$ cat config.mk
export PLATFORM = sky130hd
export DESIGN_NAME = mpa_ctrl
export DESIGN_NICKNAME = d
export VERILOG_FILES = /design/src/design/mpa_pkg.sv /design/src/design/mpa_ctrl.sv
export SDC_FILE = /design/constraint.sdc
export NUM_CORES = 1
export LEC_CHECK = 0
export BUFFER_PORTS_ARGS = -buffer_cell sky130_fd_sc_hd__clkbuf_2
export CAP_MARGIN = 20
export CORE_AREA = 2 2 39 41
export CTS_BUF_LIST = sky130_fd_sc_hd__clkbuf_8
export CTS_CLUSTER_DIAMETER = 60
export CTS_CLUSTER_SIZE = 14
export DETAILED_ROUTE_END_ITERATION = 10
export DIE_AREA = 0 0 41 43
export PLACE_DENSITY_LB_ADDON = 0.3
export SLEW_MARGIN = 25
export SYNTH_ARGS = -nofsm -noshare
export SYNTH_HDL_FRONTEND = slang
export SYNTH_SLANG_ARGS = --single-unit
$ cat constraint.sdc
create_clock -name clk -period 1.8 [get_ports clk]
set_clock_uncertainty 0.2 [all_clocks]
set_input_delay 0.18 -clock clk [delete_from_list [all_inputs] [get_ports clk]]
set_output_delay 0.18 -clock clk [all_outputs]
set_load 0.02 [all_outputs]
$ cat src/design/mpa_pkg.sv
package mpa_pkg;

    // Fixed field widths
    localparam int KIND_W     = 2;
    localparam int ROW_W      = 6;
    localparam int COL_W      = 6;
    localparam int PIX_W      = 8;
    localparam int IDX_W      = 11;
    localparam int VALUE_W    = 24;
    localparam int COUNT_W    = 11;
    localparam int CFG_IDX_W  = 2;
    localparam int CFG_DATA_W = 7;

    // Configuration register widths
    localparam int P_W   = 4;
    localparam int Q_W   = 5;
    localparam int DIM_W = 7;

    // Internal arithmetic: signed bin index and unclamped bin count
    localparam int CALC_W = 14;
    localparam int CNT_W  = 13;

    typedef enum logic [KIND_W-1:0] {
        KIND_CLEAR = 2'd0,
        KIND_PIXEL = 2'd1,
        KIND_READ  = 2'd2
    } kind_t;

    typedef enum logic [CFG_IDX_W-1:0] {
        CFG_ANGLE_P  = 2'd0,
        CFG_ANGLE_Q  = 2'd1,
        CFG_NUM_ROWS = 2'd2,
        CFG_NUM_COLS = 2'd3
    } cfg_reg_t;

    typedef enum logic [2:0] {
        ST_INIT,
        ST_IDLE,
        ST_CALC,
        ST_CHECK,
        ST_CLEAR,
        ST_UPDATE,
        ST_DONE
    } state_t;

    typedef struct packed {
        logic load_item;
        logic calc_en;
        logic check_en;
        logic clr_step;
        logic upd_en;
        logic out_load;
    } mpa_cmd_t;

    typedef struct packed {
        kind_t kind;
        logic  go;
        logic  clr_last;
        logic  out_free;
    } mpa_sts_t;

endpackage

$ cat src/design/mpa_ctrl.sv
module mpa_ctrl import mpa_pkg::*; (
    input  logic     clk,
    input  logic     rst_n,
    input  logic     item_valid,
    output logic     item_ready,
    output mpa_cmd_t cmd,
    input  mpa_sts_t sts
);

    state_t state_reg;
    state_t state_next;

    always_ff @(posedge clk or negedge rst_n)
    begin
        if (!rst_n)
        begin
            state_reg <= ST_INIT;
        end
        else
        begin
            state_reg <= state_next;
        end
    end

    always_comb
    begin
        state_next = state_reg;
        cmd        = '0;
        item_ready = 1'b0;
        case (state_reg)
            ST_INIT:
            begin
                cmd.clr_step = 1'b1;
                if (sts.clr_last)
                begin
                    state_next = ST_IDLE;
                end
            end
            ST_IDLE:
            begin
                item_ready    = 1'b1;
                cmd.load_item = item_valid;
                if (item_valid)
                begin
                    state_next = ST_CALC;
                end
            end
            ST_CALC:
            begin
                cmd.calc_en = 1'b1;
                state_next  = ST_CHECK;
            end
            ST_CHECK:
            begin
                cmd.check_en = 1'b1;
                if (sts.kind == KIND_CLEAR)
                begin
                    state_next = ST_CLEAR;
                end
                else if (sts.go)
                begin
                    state_next = ST_UPDATE;
                end
                else
                begin
                    state_next = ST_DONE;
                end
            end
            ST_CLEAR:
            begin
                cmd.clr_step = 1'b1;
                if (sts.clr_last)
                begin
                    state_next = ST_DONE;
                end
            end
            ST_UPDATE:
            begin
                cmd.upd_en = 1'b1;
                state_next = ST_DONE;
            end
            ST_DONE:
            begin
                if (sts.out_free)
                begin
                    cmd.out_load = 1'b1;
                    state_next   = ST_IDLE;
                end
            end
            default:
            begin
                state_next = ST_INIT;
            end
        endcase
    end

endmodule

==> results.tsv, run 1 <==
metric	value	unit
post-detailed-route DRC marker count	0	
critical setup path kind	reg2out	
number of CTS-inserted buffers	3	
peak supply drop	870	µV
first-pass GRT wire length	1050	µm
max FFs per register	3	
Pwr Density	1840	mW/mm²
GR met2 Demand/Resource	0.122	
number of global-route vias before repair	272	
Hold Path Class	in2async	
Longest Clk Path Bufs	2	
arrival time of data at the critical path endpoint	1.25	ns
startpoint kind of the worst setup timing path	flop	
Total Neg Setup Slack	0	ns
Mapped Nets	40	
number of hold violations in the final report	0	
global-route layer with the greatest usage	met2	
Clock Latency Late Sink	0.21	ns
most common library cell in the layout ignoring fill and taps	sky130_fd_sc_hd__clkbuf_2	
TritonRoute pass-1 iters	2	
number of DRC violations after detailed-routing iteration 0	6	
CTS tree	yes	
Worst Max-Slew Pin Slew	0.381	ns
number of nets in the layout	59	
Avg Vias per Cell	4.38	
Die H	43	µm
normalized max-slew margin	0.746	
YS warnings	0	
Avg Synthesized Cell Area	9.15	µm²
result of the run	finished clean	
wire length per cell after detailed routing	9.94	µm
met3 usage	0.0157	
clock slew seen by the registers of the worst setup and hold paths	0.03	ns
number of placed instances with taps included	60	
maximum number of pins on one net before global-route repair	13	
number of max-cap violations	0	
horizontal die dimension	41	µm
die outline area	0.00176	mm²
Mapped Cells	32	
required time at the endpoint of the critical path	1.42	ns
library cell used as clock root buffer	sky130_fd_sc_hd__clkbuf_8	
via count	289	
final worst-path cycle share	0.905	
kind of end point of the critical path	primary output	
Seq cells post-synth	3	
effective utilization at floorplan	0.212	
floorplan core area	0.00138	mm²
share of cells above drive strength 1	0.520	
total wire length	656	µm
I/O pin total	15	
worst-path cell chain	nor3b_2 > and2_1 > clkbuf_2	
GRT met1 Usage	0.117	
number of buffers inserted by post-CTS setup repair	0	
number of slew-limit violations in the final report	0	
number of diodes	0	
gp weighted congestion	0.707	
detailed placement HPWL	511	µm
FMAX	614	MHz
leakage dissipation	0.217	nW
fraction of the yosys area taken by sequential cells	0.256	
min Tclk post-route	1.63	ns
largest stage delay on the critical path	0.50	ns
sink count of the clock tree	3	
critical path peak fanout	12	
H-Tree Level Count	1	
Port Buf Inserts	14	
antenna violations before repair	0	
setup repair after global routing missed its margin	no	
area grow syn2layout	48.3	%
Overall Global Routing Usage	0.0876	
final cell count without fillers	66	
row count	14	
cell with the largest stage delay on the worst path	sky130_fd_sc_hd__dfrtp_1	
most frequent cells in the layout	sky130_fd_sc_hd__clkbuf_2 (14), sky130_fd_sc_hd__nor2_1 (4), sky130_fd_sc_hd__clkbuf_8 (3)	
Post-DRT Antenna Nets	0	
number of different library cells in the post-synthesis netlist	21	
netlist area before placement	293	µm²
Final setup violation count	0	
cell depth of the worst flop-to-flop path	4	
GRT overflow	0	
-- power by group --
group	switching, mW	total (mW)	leakage [nW]	internal, mW
sequential	0.102	0.210	0.0340	0.108
combinational	0.198	0.403	0.156	0.205
clock	0.0405	0.185	0.0269	0.145
total	0.340	0.799	0.217	0.458
-- worst max-delay path: cells and delay by family, from the launching register on --
family        cells  cell delay (ns)
buf+inv           1             0.16
simple gates      2             0.38
flops             1             0.50
-- Yosys cell counts --
cell type / count / share of area
sky130_fd_sc_hd__a21o_1: 2 / 0.051
sky130_fd_sc_hd__a311oi_2: 1 / 0.051
sky130_fd_sc_hd__a31oi_1: 1 / 0.021
sky130_fd_sc_hd__and2_1: 2 / 0.043
sky130_fd_sc_hd__and2b_1: 1 / 0.026
sky130_fd_sc_hd__and3b_1: 2 / 0.060
sky130_fd_sc_hd__buf_4: 2 / 0.051
sky130_fd_sc_hd__buf_6: 1 / 0.038
sky130_fd_sc_hd__dfrtp_1: 3 / 0.26
sky130_fd_sc_hd__inv_1: 1 / 0.013
sky130_fd_sc_hd__nand2_1: 1 / 0.013
sky130_fd_sc_hd__nand3b_1: 1 / 0.026
sky130_fd_sc_hd__nor2_1: 4 / 0.051
sky130_fd_sc_hd__nor2b_1: 2 / 0.043
sky130_fd_sc_hd__nor3_2: 2 / 0.068
sky130_fd_sc_hd__nor3b_2: 1 / 0.043
sky130_fd_sc_hd__nor4b_2: 1 / 0.051
sky130_fd_sc_hd__o21ai_0: 1 / 0.017
sky130_fd_sc_hd__o21bai_1: 1 / 0.026
sky130_fd_sc_hd__o22ai_1: 1 / 0.021
sky130_fd_sc_hd__o2bb2ai_1: 1 / 0.030
-- kinds of logic after synthesis --
family          after synthesis  share of synthesized area
compound gates                8                      0.218
buf+inv                       4                      0.103
flops                         3                      0.256
simple gates                 17                      0.423
-- final cells by class --
class,instances,area (µm²)
fillers,148,950
multi-input cells,25,190
repair buffers,17,97.6
flip-flops and latches,3,77.6
clock buffers,3,41.3
well taps,16,20.0
clock inverters,1,3.75
inverters,1,3.75
-- per-layer routing --
layer  part of all wire  wire length, µm
met2               0.45              296
met1               0.48              318
met5                  0                0
met4                  0                0
met3              0.063               41
-- metrics by stage --
step / power (mW) / instance area, µm² / hold WS (ns) / utilization / setup slack [ns]
2_1_floorplan: 0.529 / 293 / -0.316 / - / 0.219
3_3_place_gp: 0.599 / 364 / -0.220 / 0.263 / 0.350
3_5_place_dp: 0.608 / 364 / -0.219 / 0.263 / 0.316
4_1_cts: 0.801 / 429 / 0.0905 / 0.310 / 0.0743
5_1_grt: 0.864 / 434 / 0.111 / 0.314 / 0.0723
6_report: 0.799 / 434 / 0.101 / 0.314 / 0.172
-- worst paths after layout --
path | from | endpoint | slack, ns
max | state_reg[2]$_DFFE_PN0P_ | cmd[5] | 0.17
min | rst_n | state_reg[1]$_DFFE_PN0P_ | 0.10
max reg2reg | state_reg[1]$_DFFE_PN0P_ | state_reg[1]$_DFFE_PN0P_ | 0.40
min reg2reg | state_reg[1]$_DFFE_PN0P_ | state_reg[2]$_DFFE_PN0P_ | 0.50
max in group asynchronous | rst_n | state_reg[0]$_DFFE_PN0P_ | 1.17
min in group clk | item_valid | state_reg[0]$_DFFE_PN0P_ | 0.10
-- timing repair --
item | 4_1_cts | 5_1_grt
endpoints found under the setup margin | 0 | 1
hold endpoints to repair | 4 | 0
hold buffers | 2 | 0
resized for setup | 0 | 3
(Power assumes the default switching activity.)
==> run 2: changes to the inputs <==
==> constraint.sdc (replaced) <==
create_clock -name clk -period 1.3 [get_ports clk]
set_clock_uncertainty 0.2 [all_clocks]
set_input_delay 0.13 -clock clk [delete_from_list [all_inputs] [get_ports clk]]
set_output_delay 0.13 -clock clk [all_outputs]
set_load 0.02 [all_outputs]
==> run 2 against run 1 <==
- the flow now finishes with violations (setup timing)
- total power is 87% higher
- hold slack worse by 0.058 ns
- via count is 9.3% higher
- first-iteration DRC count is 67% lower
- utilization is 9.9 points higher
- sequential share of layout area is 4.3 points lower
- sequential power is 23% higher
- largest power group unchanged
==> results.tsv, run 2 (synthesized netlist as in run 1, its figures left out) <==
metric	value	unit	change
result of the run	complete, but fails checks		
violated checks	setup timing		
number of max-cap violations	0		unchanged
Port Buf Inserts	14		unchanged
library cell used as clock root buffer	sky130_fd_sc_hd__clkbuf_8		
required time at the endpoint of the critical path	0.97	ns	-0.45 ns
cell area reported after detailed placement	418	µm²	+15%
number of global-route vias before repair	322		+18%
max FFs per register	3		unchanged
Largest delay share family, worst path	flip-flops		
row count	14		unchanged
number of slew-limit violations in the final report	0		unchanged
Crit Reg-Reg Endpoint	state_reg[1]$_DFFE_PN0P_		
critical path peak fanout	8		-4
CTS tree	yes		
maximum number of pins on one net before global-route repair	13		unchanged
effective utilization at floorplan	0.212		unchanged
peak supply drop	880	µV	+1.2%
H-Tree Level Count	1		unchanged
most common library cell in the layout ignoring fill and taps	sky130_fd_sc_hd__buf_4		
GRT overflow	0		unchanged
normalized max-slew margin	0.832		+0.0860
clock slew seen by the registers of the worst setup and hold paths	0.03	ns	about the same
CP Buf/Inv Count	3		+2
slack of the worst reg-to-reg path	-0.15	ns	-0.55 ns
cell with the largest stage delay on the worst path	sky130_fd_sc_hd__dfrtp_1		
Critical Path Source	state_reg[1]$_DFFE_PN0P_		
most frequent cells in the layout	sky130_fd_sc_hd__buf_4 (9), sky130_fd_sc_hd__clkbuf_2 (7), sky130_fd_sc_hd__clkbuf_8 (4), sky130_fd_sc_hd__buf_6 (4), sky130_fd_sc_hd__nor2_1 (3)		
Post-DRT Antenna Nets	0		unchanged
Pwr Density	2610	mW/mm²	+42%
Worst Max-Slew Pin Slew	0.252	ns	-0.130 ns
worst-path cell chain	buf_6 > buf_6 > and3b_1 > clkbuf_8		
die outline area	0.00176	mm²	unchanged
via count	316		+9.3%
first-pass GRT wire length	1170	µm	+12%
number of placed instances with taps included	66		+10%
horizontal die dimension	41	µm	unchanged
fill cell total of the finished layout	148		unchanged
I/O pin total	15		unchanged
Overall Global Routing Usage	0.0995		+0.0119
number of DRC violations after detailed-routing iteration 0	2		-4
largest stage delay on the critical path	0.41	ns	-0.09 ns
cell repeated most along the worst path	sky130_fd_sc_hd__buf_6		
wire length per cell after detailed routing	9.91	µm	-0.34%
number of hold violations in the final report	0		unchanged
Layout Cell Area excl Fill	572	µm²	+32%
final worst-path cycle share	1.20		
reg-to-reg critical path startpoint	state_reg[1]$_DFFE_PN0P_		
total wire length	733	µm	+12%
sink count of the clock tree	3		unchanged
leakage dissipation	0.277	nW	+28%
FMAX	643	MHz	
kind of end point of the critical path	primary output		
share of cells above drive strength 1	0.638		+0.118
min Tclk post-route	1.55	ns	
Avg Vias per Cell	4.27		-2.5%
critical setup path kind	reg2out		
detailed placement HPWL	557	µm	+9.2%
Clock Latency Late Sink	0.21	ns	about the same
Hold Path Class	in2async		
cell depth of the worst flop-to-flop path	5		+1
number of diodes	0		unchanged
final cell count without fillers	74		+12%
TritonRoute pass-1 iters	2		unchanged
instance count on the critical path	4		+1
post-detailed-route DRC marker count	0		unchanged
Final setup violation count	9		+9
end point of the critical path	cmd[1]		
floorplan core area	0.00138	mm²	unchanged
arrival time of data at the critical path endpoint	1.22	ns	-0.03 ns
gp weighted congestion	0.705		-0.30%
Worst Setup Slack, final	-0.255	ns	-0.427 ns
setup repair after global routing missed its margin	yes		
number of CTS-inserted buffers	3		unchanged
antenna violations before repair	0		unchanged
area grow syn2layout	95.3	%	
number of nets in the layout	67		+14%
Longest Clk Path Bufs	2		unchanged
Die H	43	µm	unchanged
startpoint kind of the worst setup timing path	flop		
==> run 2: how the worst min path moves through the flow <==
stage	start	to	slack (ns)
after global routing	rst_n	state_reg[2]$_DFFE_PN0P_	0.07
final	rst_n	state_reg[1]$_DFFE_PN0P_	0.04
after floorplan	rst_n	state_reg[0]$_DFFE_PN0P_	-0.37
after global placement	rst_n	state_reg[1]$_DFFE_PN0P_	-0.27
after detailed placement	rst_n	state_reg[1]$_DFFE_PN0P_	-0.27
after CTS	rst_n	state_reg[1]$_DFFE_PN0P_	0.04
==> run 2: area by class of cell <==
type / count / area [µm²] / area share
inverter: 1 / 3.75 / 0.00656
timing repair buffer: 25 / 211 / 0.370
sequential: 3 / 77.6 / 0.136
tap: 16 / 20.0 / 0.0350
clock inverter: 1 / 3.75 / 0.00656
multi-input combinational: 25 / 214 / 0.374
clock buffer: 3 / 41.3 / 0.0722
==> run 2: stage by stage <==
stage / power (mW) / setup WS [ns] / utilization / TNS [ns] / hold slack, ns
floorplan: 0.765 / -0.0966 / - / -0.100 / -0.366
global placement: 0.976 / -0.0735 / 0.302 / -0.219 / -0.268
detailed placement: 0.983 / -0.102 / 0.302 / -0.266 / -0.267
CTS: 1.37 / -0.275 / 0.382 / -1.79 / 0.0411
global route: 1.59 / -0.297 / 0.413 / -1.92 / 0.0707
finish: 1.49 / -0.255 / 0.413 / -1.50 / 0.0432
==> run 2: per-layer routing <==
layer  track usage  vias up  share of wire
met5             0        -              0
met4        0.0800        0              0
met3        0.0157        0          0.044
met2         0.156        7           0.56
met1         0.110      144           0.39
li1              -      165              -
==> run 2: repair_timing <==
action / CTS / global route
setup endpoints to repair: 9 / 10
hold buffers: 2 / 0
gates resized for setup: 10 / 17
setup buffers: 1 / 1
pin swaps: 3 / 4
hold endpoints to repair: 4 / 0
==> run 2: power breakdown <==
group | switching [mW] | internal [mW]
clock network | 0.0589 | 0.201
logic | 0.403 | 0.573
registers | 0.108 | 0.150
total | 0.570 | 0.924
